## config.mk

```make
export PLATFORM = sky130hd
export DESIGN_NAME = alarm_loop_supervisor
export DESIGN_NICKNAME = d
export VERILOG_FILES = /design/src/hw/rtl/als_pkg.sv /design/src/hw/rtl/alarm_loop_supervisor.sv
export SDC_FILE = /design/constraint.sdc
export NUM_CORES = 1
export LEC_CHECK = 0
export BUFFER_PORTS_ARGS = -buffer_cell sky130_fd_sc_hd__buf_2
export CAP_MARGIN = 20
export CORE_ASPECT_RATIO = 0.9
export CORE_UTILIZATION = 55
export CTS_BUF_LIST = sky130_fd_sc_hd__clkbuf_4 sky130_fd_sc_hd__clkbuf_8 sky130_fd_sc_hd__clkbuf_16
export DETAILED_ROUTE_END_ITERATION = 8
export PLACE_DENSITY = 0.79
export SETUP_SLACK_MARGIN = 0.2
export SYNTH_ARGS = -nofsm -noshare
export SYNTH_HDL_FRONTEND = slang
export SYNTH_SLANG_ARGS = --single-unit
```

## constraint.sdc

```tcl
create_clock -name clk -period 4.8 [get_ports clk]
set_clock_uncertainty 0.15 [all_clocks]
set_input_delay 0.96 -clock clk [delete_from_list [all_inputs] [get_ports clk]]
set_output_delay 0.96 -clock clk [all_outputs]
set_load 0.005 [all_outputs]
```

## src/hw/rtl/als_pkg.sv

```systemverilog
`timescale 1ns / 1ps

package als_pkg;

  // configuration register indexes
  localparam logic [2:0] CFG_NORMAL_LOW      = 3'd0;
  localparam logic [2:0] CFG_NORMAL_HIGH     = 3'd1;
  localparam logic [2:0] CFG_OPEN_THRESHOLD  = 3'd2;
  localparam logic [2:0] CFG_SHORT_THRESHOLD = 3'd3;
  localparam logic [2:0] CFG_QUALIFY_TICKS   = 3'd4;
  localparam logic [2:0] CFG_RESEND_TICKS    = 3'd5;

  localparam logic [1:0] OP_SAMPLE  = 2'd0;
  localparam logic [1:0] OP_TICK    = 2'd1;
  localparam logic [1:0] OP_CONFIRM = 2'd2;

  localparam logic [1:0] CLASS_NORMAL   = 2'd0;
  localparam logic [1:0] CLASS_ALARM    = 2'd1;
  localparam logic [1:0] CLASS_PARALLEL = 2'd2;

  localparam logic [15:0] SAMPLE_INVALID = 16'hFFFF;
  localparam logic [15:0] COUNT_MAX      = 16'd65534;

  localparam logic [15:0] RST_NORMAL_LOW      = 16'd1380;
  localparam logic [15:0] RST_NORMAL_HIGH     = 16'd1480;
  localparam logic [15:0] RST_OPEN_THRESHOLD  = 16'd4000;
  localparam logic [15:0] RST_SHORT_THRESHOLD = 16'd20;
  localparam logic [15:0] RST_QUALIFY_TICKS   = 16'd10;
  localparam logic [7:0]  RST_RESEND_TICKS    = 8'd20;

  typedef struct packed {
    logic       report_valid;
    logic [2:0] report_channel;
    logic       report_alarm;
    logic [2:0] scan_channel;
    logic [9:0] reported_states;
  } out_beat_t;

endpackage

```

## src/hw/rtl/alarm_loop_supervisor.sv

```systemverilog
`timescale 1ns / 1ps

// channel | direction | handshake          | payload
// in_     | input     | in_valid/in_stall  | opcode, sample, sensor_index
// out_    | output    | out_valid/out_stall| report_valid, report_channel, report_alarm,
//         |           |                    | scan_channel, reported_states
// cfg_    | input     | cfg_we             | cfg_index, cfg_data
//
// One beat per cycle while in_stall is low: all channel state updates at the edge that
// takes an input beat, and the result is written into a two-entry output buffer at
// that same edge, so out_valid rises the cycle after the input beat is taken.
// in_stall rises only when both buffer entries hold results not yet taken.
// Synchronous active-low reset restores register defaults and clears the supervisor state and the buffer count.

module alarm_loop_supervisor #(
  parameter int CHANNELS = 5
) (
  input  logic                         clk,
  input  logic                         rst_n,
  input  logic                         in_valid,
  output logic                         in_stall,
  input  logic [1:0]                   in_opcode,
  input  logic [15:0]                  in_sample,
  input  logic [2:0]                   in_sensor_index,
  output logic                         out_valid,
  input  logic                         out_stall,
  output logic                         out_report_valid,
  output logic [2:0]                   out_report_channel,
  output logic                         out_report_alarm,
  output logic [2:0]                   out_scan_channel,
  output logic [9:0]                   out_reported_states,
  input  logic                         cfg_we,
  input  logic [2:0]                   cfg_index,
  input  logic [15:0]                  cfg_data
);
  import als_pkg::*;

  localparam int CH_W = (CHANNELS > 1) ? $clog2(CHANNELS) : 1;
  localparam logic [CH_W-1:0] LAST_CH = CH_W'(CHANNELS - 1);

  // configuration
  logic [15:0] normal_low_r, normal_high_r, open_thr_r, short_thr_r, qualify_ticks_r;
  logic [7:0]  resend_ticks_r;

  always_ff @(posedge clk) begin
    if (!rst_n) begin
      normal_low_r    <= RST_NORMAL_LOW;
      normal_high_r   <= RST_NORMAL_HIGH;
      open_thr_r      <= RST_OPEN_THRESHOLD;
      short_thr_r     <= RST_SHORT_THRESHOLD;
      qualify_ticks_r <= RST_QUALIFY_TICKS;
      resend_ticks_r  <= RST_RESEND_TICKS;
    end else if (cfg_we) begin
      case (cfg_index)
        CFG_NORMAL_LOW:      normal_low_r    <= cfg_data;
        CFG_NORMAL_HIGH:     normal_high_r   <= cfg_data;
        CFG_OPEN_THRESHOLD:  open_thr_r      <= cfg_data;
        CFG_SHORT_THRESHOLD: short_thr_r     <= cfg_data;
        CFG_QUALIFY_TICKS:   qualify_ticks_r <= cfg_data;
        CFG_RESEND_TICKS:    resend_ticks_r  <= cfg_data[7:0];
        default: ;
      endcase
    end
  end

  // supervisor state
  logic [CH_W-1:0] scan_ptr_r, scan_ptr_nxt;
  logic [CH_W-1:0] last_done_r, last_done_nxt;
  logic            last_done_vld_r, last_done_vld_nxt;
  logic            timing_r, timing_nxt;
  logic [15:0]     qcount_r, qcount_nxt;
  logic [1:0]      acc_r [CHANNELS];
  logic [1:0]      acc_nxt [CHANNELS];
  logic [1:0]      rep_r [CHANNELS];
  logic [1:0]      rep_nxt [CHANNELS];
  logic [7:0]      timer_r [CHANNELS];
  logic [7:0]      timer_nxt [CHANNELS];
  logic            await_r [CHANNELS];
  logic            await_nxt [CHANNELS];
  logic            due_r [CHANNELS];
  logic            due_nxt [CHANNELS];
  logic            msg_r [CHANNELS];
  logic            msg_nxt [CHANNELS];

  logic            push, pop;
  out_beat_t       beat;

  logic            is_normal, finish;
  logic [1:0]      cls, acc_cur;
  logic            rvalid, ralarm;
  logic [31:0]     rchan_ext, scan_ext, idx_ext, packed_states;
  logic [CH_W-1:0] conf_ch;

  always_comb begin
    scan_ptr_nxt      = scan_ptr_r;
    last_done_nxt     = last_done_r;
    last_done_vld_nxt = last_done_vld_r;
    timing_nxt        = timing_r;
    qcount_nxt        = qcount_r;
    acc_nxt           = acc_r;
    rep_nxt           = rep_r;
    timer_nxt         = timer_r;
    await_nxt         = await_r;
    due_nxt           = due_r;
    msg_nxt           = msg_r;
    rvalid            = 1'b0;
    ralarm            = 1'b0;
    rchan_ext         = '0;
    finish            = 1'b0;
    idx_ext           = 32'(in_sensor_index);
    conf_ch           = idx_ext[CH_W-1:0];

    acc_cur = CLASS_NORMAL;
    for (int c = 0; c < CHANNELS; c++) begin
      if (CH_W'(c) == scan_ptr_r) acc_cur = acc_r[c];
    end

    is_normal = ((in_sample > normal_low_r) && (in_sample < normal_high_r)) ||
                (in_sample < short_thr_r);
    cls = (in_sample > open_thr_r) ? CLASS_ALARM : CLASS_PARALLEL;

    case (in_opcode)
      OP_SAMPLE: begin
        if (in_sample != SAMPLE_INVALID) begin
          if (is_normal) begin
            acc_nxt[scan_ptr_r] = CLASS_NORMAL;
            finish = 1'b1;
          end else if (cls == acc_cur) begin
            finish = 1'b1;
          end else begin
            timing_nxt = 1'b1;
            if (qcount_r > qualify_ticks_r) begin
              acc_nxt[scan_ptr_r] = cls;
              finish = 1'b1;
            end
          end
        end
        if (finish) begin
          last_done_nxt     = scan_ptr_r;
          last_done_vld_nxt = 1'b1;
          scan_ptr_nxt      = (scan_ptr_r == LAST_CH) ? '0 : scan_ptr_r + 1'b1;
          timing_nxt        = 1'b0;
          qcount_nxt        = '0;
        end
        // report stage on the last completed channel, one lane matches
        if (last_done_vld_nxt) begin
          for (int c = 0; c < CHANNELS; c++) begin
            if (CH_W'(c) == last_done_nxt) begin
              if (acc_nxt[c] != rep_r[c]) begin
                msg_nxt[c]   = (acc_nxt[c] == CLASS_ALARM);
                await_nxt[c] = 1'b1;
                timer_nxt[c] = resend_ticks_r;
                due_nxt[c]   = 1'b0;
                rep_nxt[c]   = acc_nxt[c];
                rvalid       = 1'b1;
              end else if (await_r[c] && due_r[c]) begin
                due_nxt[c]   = 1'b0;
                timer_nxt[c] = resend_ticks_r;
                rvalid       = 1'b1;
              end
              if (rvalid) begin
                ralarm    = msg_nxt[c];
                rchan_ext = 32'(c);
              end
            end
          end
        end
      end
      OP_TICK: begin
        if (timing_r) begin
          qcount_nxt = (qcount_r >= COUNT_MAX - 16'd1) ? COUNT_MAX : qcount_r + 16'd1;
        end else begin
          qcount_nxt = '0;
        end
        for (int c = 0; c < CHANNELS; c++) begin
          if (timer_r[c] != 8'd0) begin
            timer_nxt[c] = timer_r[c] - 8'd1;
            if (timer_r[c] == 8'd1 && await_r[c]) due_nxt[c] = 1'b1;
          end
        end
      end
      OP_CONFIRM: begin
        if (idx_ext < 32'(CHANNELS)) await_nxt[conf_ch] = 1'b0;
      end
      default: ;
    endcase

    packed_states = '0;
    for (int c = 0; c < CHANNELS; c++) begin
      packed_states[2*c +: 2] = rep_nxt[c];
    end
    scan_ext = 32'(scan_ptr_nxt);

    beat.report_valid    = rvalid;
    beat.report_channel  = rchan_ext[2:0];
    beat.report_alarm    = ralarm;
    beat.scan_channel    = scan_ext[2:0];
    beat.reported_states = packed_states[9:0];
  end

  always_ff @(posedge clk) begin
    if (!rst_n) begin
      scan_ptr_r      <= '0;
      last_done_r     <= '0;
      last_done_vld_r <= 1'b0;
      timing_r        <= 1'b0;
      qcount_r        <= '0;
      for (int c = 0; c < CHANNELS; c++) begin
        acc_r[c]   <= CLASS_NORMAL;
        rep_r[c]   <= CLASS_NORMAL;
        timer_r[c] <= '0;
        await_r[c] <= 1'b0;
        due_r[c]   <= 1'b0;
        msg_r[c]   <= 1'b0;
      end
    end else if (push) begin
      scan_ptr_r      <= scan_ptr_nxt;
      last_done_r     <= last_done_nxt;
      last_done_vld_r <= last_done_vld_nxt;
      timing_r        <= timing_nxt;
      qcount_r        <= qcount_nxt;
      acc_r           <= acc_nxt;
      rep_r           <= rep_nxt;
      timer_r         <= timer_nxt;
      await_r         <= await_nxt;
      due_r           <= due_nxt;
      msg_r           <= msg_nxt;
    end
  end

  // two-entry result buffer; head is slot0
  logic [1:0] count_r;
  out_beat_t  slot0_r, slot1_r;

  assign in_stall  = (count_r == 2'd2);
  assign out_valid = (count_r != 2'd0);
  assign push      = in_valid && !in_stall;
  assign pop       = out_valid && !out_stall;

  always_ff @(posedge clk) begin
    if (!rst_n) begin
      count_r <= '0;
    end else if (push && !pop) begin
      count_r <= count_r + 2'd1;
    end else if (pop && !push) begin
      count_r <= count_r - 2'd1;
    end
  end

  always_ff @(posedge clk) begin
    if (push && !pop) begin
      if (count_r == 2'd0) slot0_r <= beat;
      else                 slot1_r <= beat;
    end else if (pop && !push) begin
      slot0_r <= slot1_r;
    end else if (pop && push) begin
      if (count_r == 2'd1) begin
        slot0_r <= beat;
      end else begin
        slot0_r <= slot1_r;
        slot1_r <= beat;
      end
    end
  end

  assign out_report_valid    = slot0_r.report_valid;
  assign out_report_channel  = slot0_r.report_channel;
  assign out_report_alarm    = slot0_r.report_alarm;
  assign out_scan_channel    = slot0_r.scan_channel;
  assign out_reported_states = slot0_r.reported_states;

endmodule

```

==> impl.org <==
** Floorplanning
- The floorplan step defined a core boundary enclosing 23600 um^2.
- Rows :: 53
- In this run the count of I/O pins placed on the die edge is between 60 and 70.
- Measured along the y axis, the die boundary spans ~150 um.
- Die outline area :: roughly 25000 um^2
- Effective utilization at floorplan :: 0.567
- Chip width :: around 170 um

** Logic synthesis
- Most repeated cell in the gate-level netlist after synthesis :: sky130_fd_sc_hd__nand2_1
- Synthesized Nets :: ~1800
- Number of library cell types mapped by synthesis :: 88
- Cell type contributing the most total cell area after synthesis :: sky130_fd_sc_hd__dfxtp_1
- The share of the Yosys chip area taken by registers is 0.364.
- Synthesized instance count :: ~1600
- For this run, asynchronously set or reset flops after synthesis account for 0.
- Ranking of synthesized cells by instance count :: sky130_fd_sc_hd__nand2_1 (291), sky130_fd_sc_hd__dfxtp_1 (189), sky130_fd_sc_hd__inv_1 (130)
- The synthesized design contains 36 enable-type register cells.
- Seq cells post-synth :: around 230
- Synth top area share :: 0.283
- For this run, the leading register cell type out of synthesis is sky130_fd_sc_hd__dfxtp_1.
- During synthesis, Yosys emitted a total of 0 warnings.
- Post-synthesis area per instance :: 8.11 um^2
- Ranked by total cell area, the synthesized netlist is headed by sky130_fd_sc_hd__dfxtp_1 (28%), sky130_fd_sc_hd__ha_1 (9.4%), sky130_fd_sc_hd__nand2_1 (8.2%), sky130_fd_sc_hd__edfxtp_1 (8.1%), sky130_fd_sc_hd__a21boi_0 (5.0%).
- The cell area that synthesis handed to floorplanning was approximately 13000 um^2.

** Placed design
- Once detailed placement completed, the half-perimeter wirelength came to 26.0 mm.
- During placement, the flow inserted port buffers numbering 64.
- At the end of routability-driven placement, the weighted congestion stood at 0.958.

** Worst setup path
- The critical path crosses 14 cells after its start point.
- WS Path Type :: input pin to flip-flop
- Among cell families on the critical path, the largest total delay comes from simple AND/OR/NAND/NOR gates.
- List of cells traversed by the critical path :: buf_2 -> ha_1 -> nand4_1 -> nor4_2 -> a21bo_2 -> a31oi_4 -> mux2i_4 -> o21ai_1 -> a221o_1 -> nor4b_4 -> a21oi_2 -> nor4_4 -> nor3_2 -> mux2_2
- For the worst flop-to-flop path, the logic depth is 15.
- Reg-to-reg slack, setup :: approximately 0.44 ns
- CP Max Fanout :: 7
- Counting both buffers and inverters, the worst setup path holds a total of 1.
- STA classifies the critical path endpoint as a flip-flop.
- The startpoint identified for the worst register-to-register timing path is qcount_r[13].
- STA classifies the critical path startpoint as an input pin.
- Worst flop-to-flop path endpoint :: timer_r[35]
- The largest single stage delay on the critical path is around 0.4 ns.
- Data arrival time at the worst-slack endpoint :: around 4.6 ns
- Among all stages on the critical path, the largest delay is contributed by sky130_fd_sc_hd__a221o_1.
- Required @ worst endpoint :: 4.93 ns

** Drt
- For this run, design rule violations remaining after detail routing come to 3.
- Once detail routing completed, the nets flagged for antenna violations numbered 0.
- Final Routed Wirelength :: 36.5 mm
- After detailed routing, the number of vias per cell comes to 5.95.
- The routed layout has 12400 vias.
- After the first detailed-routing iteration, the DRC count stood at about 1100.
- The first detailed-routing pass ran for 7 iterations.
- Average detailed-routed wire length per instance :: roughly 17 um

** CTS
- CTS placed an instance of sky130_fd_sc_hd__clkbuf_16 at the clock tree root.
- In this run, post-CTS hold repair placed 0 buffers.
- CTS tree :: done
- H-Tree Level Count :: 1
- After clock tree synthesis, the clock-pin slew on the worst setup and hold paths is ~0.060 ns.
- Max clock buf depth :: 3
- Num CTS Buffers :: 25
- Clock sink count :: 225
- Clock network latency to the later pin of the worst-skew pair :: 0.53 ns

** Global routing
- Gr ovfl total :: 0
- Across every metal layer, demand over resource in global routing totals 0.292.
- Pin count of the biggest net entering global routing :: between 100 and 150
- Via count of the first global-routing pass :: between 10000 and 15000
- Global-route wire length before repair :: ~60 mm
- The initial antenna violation count came to 0.

** Timing
- The number of hold violations in the final report was 0.
- The number of slew-limit violations in the final report is 0.
- Slew at the pin closest to its max-slew limit :: about 1.0 ns
- The worst path in the final design needs a cycle of 4.42 ns, including I/O delays and setup.
- In the finished design, the share of the clock period the worst path needs comes to 0.922.
- Maximum clock frequency :: about 0.23 GHz
- Slew Limit Headroom :: 0.297
- Min Hold Slack :: ~0.31 ns
- Setup violations remaining at the end of the flow were counted as 0.
- RSZ-0062 raised after global routing :: yes

** Min path
- Instance count along the most critical hold path :: 2
- The worst hold path terminates at resend_ticks_r[3].
- In this run the worst hold path is classified as flip-flop to flip-flop.
- The worst hold path begins at resend_ticks_r[3].

** Layout
- From synthesis to final layout, the design area changed by 15.7%.
- Final core utilization :: 0.656
- After the last flow step, the layout net total stands at between 1500 and 2000.
- In the final layout, the share of cells above drive strength 1 is 0.156.
- The repair_antennas step left the layout with diodes totalling 0.

** Power and ir drop
- Summing internal, switching and leakage power gives 5370 uW.
- PD cells :: between 300 and 400 nW/um^2
- IR analysis of the VDD net gives a maximum drop of 0.264 mV.
- Static leakage :: 0.00624 uW

** Status
- Failing checks :: design-rule violations
- The run finished, with violations left.

** Run
- Across the run, the number of max-cap violations was 0.
## state kept, by name, indices dropped and copies added (netlist names), 2 cells and up
register             cells
out_report_channel       3
qcount_r                16
scan_ptr_r               3
rep_r                   10
msg_r                    5
qualify_ticks_r         16
last_done_r              3
await_r                  5
timer_r                 40
acc_r                   10
normal_high_r           16
short_thr_r             16
due_r                    5
out_reported_states     10
normal_low_r            16
resend_ticks_r           8
open_thr_r              16
count_r                  2
slot1_r                 18
out_scan_channel         3
## logic make-up (layout without fill, tap and decap cells)
family	after synthesis	after routing	share of synthesized area
AOI/OAI and AO/OA	485	485	0.253
xor gates and xnor gates	7	7	0.00458
adders and majority gates	101	101	0.0945
buffers and inverters	205	341	0.0603
DFF	225	225	0.364
muxes	16	16	0.0133
and+or+nand+nor	610	610	0.210
## final cells by class
| class | instances | area, um^2 |
|---|---|---|
| Timing Repair Buffer | 165 | 1130 |
| Clock buffer | 34 | 724 |
| Inverter | 130 | 488 |
| Tap cell | 302 | 378 |
| Clock inverter | 12 | 113 |
| Sequential cell | 225 | 4860 |
| Fill cell | 1975 | 8130 |
| Multi-Input combinational cell | 1219 | 7780 |
## how the worst max path moves through the flow
stage / from / endpoint / slack [ns]
after floorplan: in_sample[15] / out_report_channel[2] / 0.21
after global placement: in_sample[5] / out_report_channel[2] / -0.13
after detailed placement: in_sample[9] / out_report_channel[2] / -0.28
after CTS: qualify_ticks_r[14] / timer_r[35] / 0.22
after global routing: in_sample[12] / timer_r[0] / 0.20
final: in_sample[15] / out_report_channel[2] / 0.38
## placed cells by master (no fill, tap or decap), types with 6 or more instances in the layout
master / instances
sky130_fd_sc_hd__a41oi_1: 6
sky130_fd_sc_hd__o31ai_1: 9
sky130_fd_sc_hd__o22ai_1: 8
sky130_fd_sc_hd__a21oi_1: 84
sky130_fd_sc_hd__and3_1: 12
sky130_fd_sc_hd__nor4_1: 7
sky130_fd_sc_hd__and2_1: 21
sky130_fd_sc_hd__or3_1: 7
sky130_fd_sc_hd__a21boi_0: 89
sky130_fd_sc_hd__clkbuf_16: 25
sky130_fd_sc_hd__a21o_1: 12
sky130_fd_sc_hd__or2_2: 8
sky130_fd_sc_hd__o211a_1: 8
sky130_fd_sc_hd__ha_1: 101
sky130_fd_sc_hd__nor2_1: 103
sky130_fd_sc_hd__dfxtp_1: 189
sky130_fd_sc_hd__inv_1: 130
sky130_fd_sc_hd__a31oi_1: 29
sky130_fd_sc_hd__nor2b_1: 26
sky130_fd_sc_hd__o21ai_0: 92
sky130_fd_sc_hd__nand2b_1: 14
sky130_fd_sc_hd__nand3_1: 28
sky130_fd_sc_hd__o21a_1: 6
sky130_fd_sc_hd__o221a_2: 24
sky130_fd_sc_hd__buf_2: 63
sky130_fd_sc_hd__a211oi_1: 10
sky130_fd_sc_hd__edfxtp_1: 36
sky130_fd_sc_hd__nand4_1: 19
sky130_fd_sc_hd__buf_4: 98
sky130_fd_sc_hd__mux2i_1: 8
sky130_fd_sc_hd__o21ai_1: 8
sky130_fd_sc_hd__nand2_1: 291
sky130_fd_sc_hd__o211ai_1: 27
sky130_fd_sc_hd__nor3_1: 40
## per-stage QoR
step	instances	cell area, um^2	TNS (ns)	setup WS [ns]
floorplan	1649	13400	0	0.211
global placement	2038	14600	-0.417	-0.127
detailed placement	2038	14600	-4.15	-0.279
CTS	2084	15400	0	0.216
global route	2087	15500	0	0.199
finish	2087	15500	0	0.376
## power by group
part           internal (uW)  leakage, uW  total (uW)  switching, uW
combinational            464      0.00394        1190            723
clock                   1160     0.000414        1950            791
sequential              2140      0.00189        2230           82.6
total                   3770      0.00624        5370           1600
## timing repair
| action | in CTS | in global routing |
|---|---|---|
| buffers inserted | 0 | 2 |
| endpoints found under the setup margin | 0 | 32 |
| hold endpoints to repair | 0 | 0 |
| resized for setup | 0 | 12 |
## per-layer routing
| metal | up-vias | track usage | routed length [um] |
|---|---|---|---|
| met1 | 5846 | 0.395 | 16300 |
| met3 | 63 | 0.0428 | 2780 |
| met4 | 0 | 0.0782 | 800 |
| li1 | 6094 | - | - |
| met2 | 421 | 0.487 | 16700 |
| met5 | - | 0 | 0 |
## worst reg2reg max path, stage by stage (launching register included)
cell and delay [ns]:
sky130_fd_sc_hd__dfxtp_1 0.40, sky130_fd_sc_hd__ha_1 0.33, sky130_fd_sc_hd__nand4_1 0.17, sky130_fd_sc_hd__nor4_2 0.39, sky130_fd_sc_hd__a21boi_2 0.31, sky130_fd_sc_hd__o31a_2 0.28
sky130_fd_sc_hd__nand3b_1 0.20, sky130_fd_sc_hd__or4_1 0.53, sky130_fd_sc_hd__and4_1 0.25, sky130_fd_sc_hd__a41oi_2 0.24, sky130_fd_sc_hd__buf_4 0.14, sky130_fd_sc_hd__o21ai_1 0.12
sky130_fd_sc_hd__buf_4 0.20, sky130_fd_sc_hd__nor2_2 0.25, sky130_fd_sc_hd__o21ai_0 0.14, sky130_fd_sc_hd__a21boi_0 0.19
Note: power is estimated with default switching activity, not from simulation.
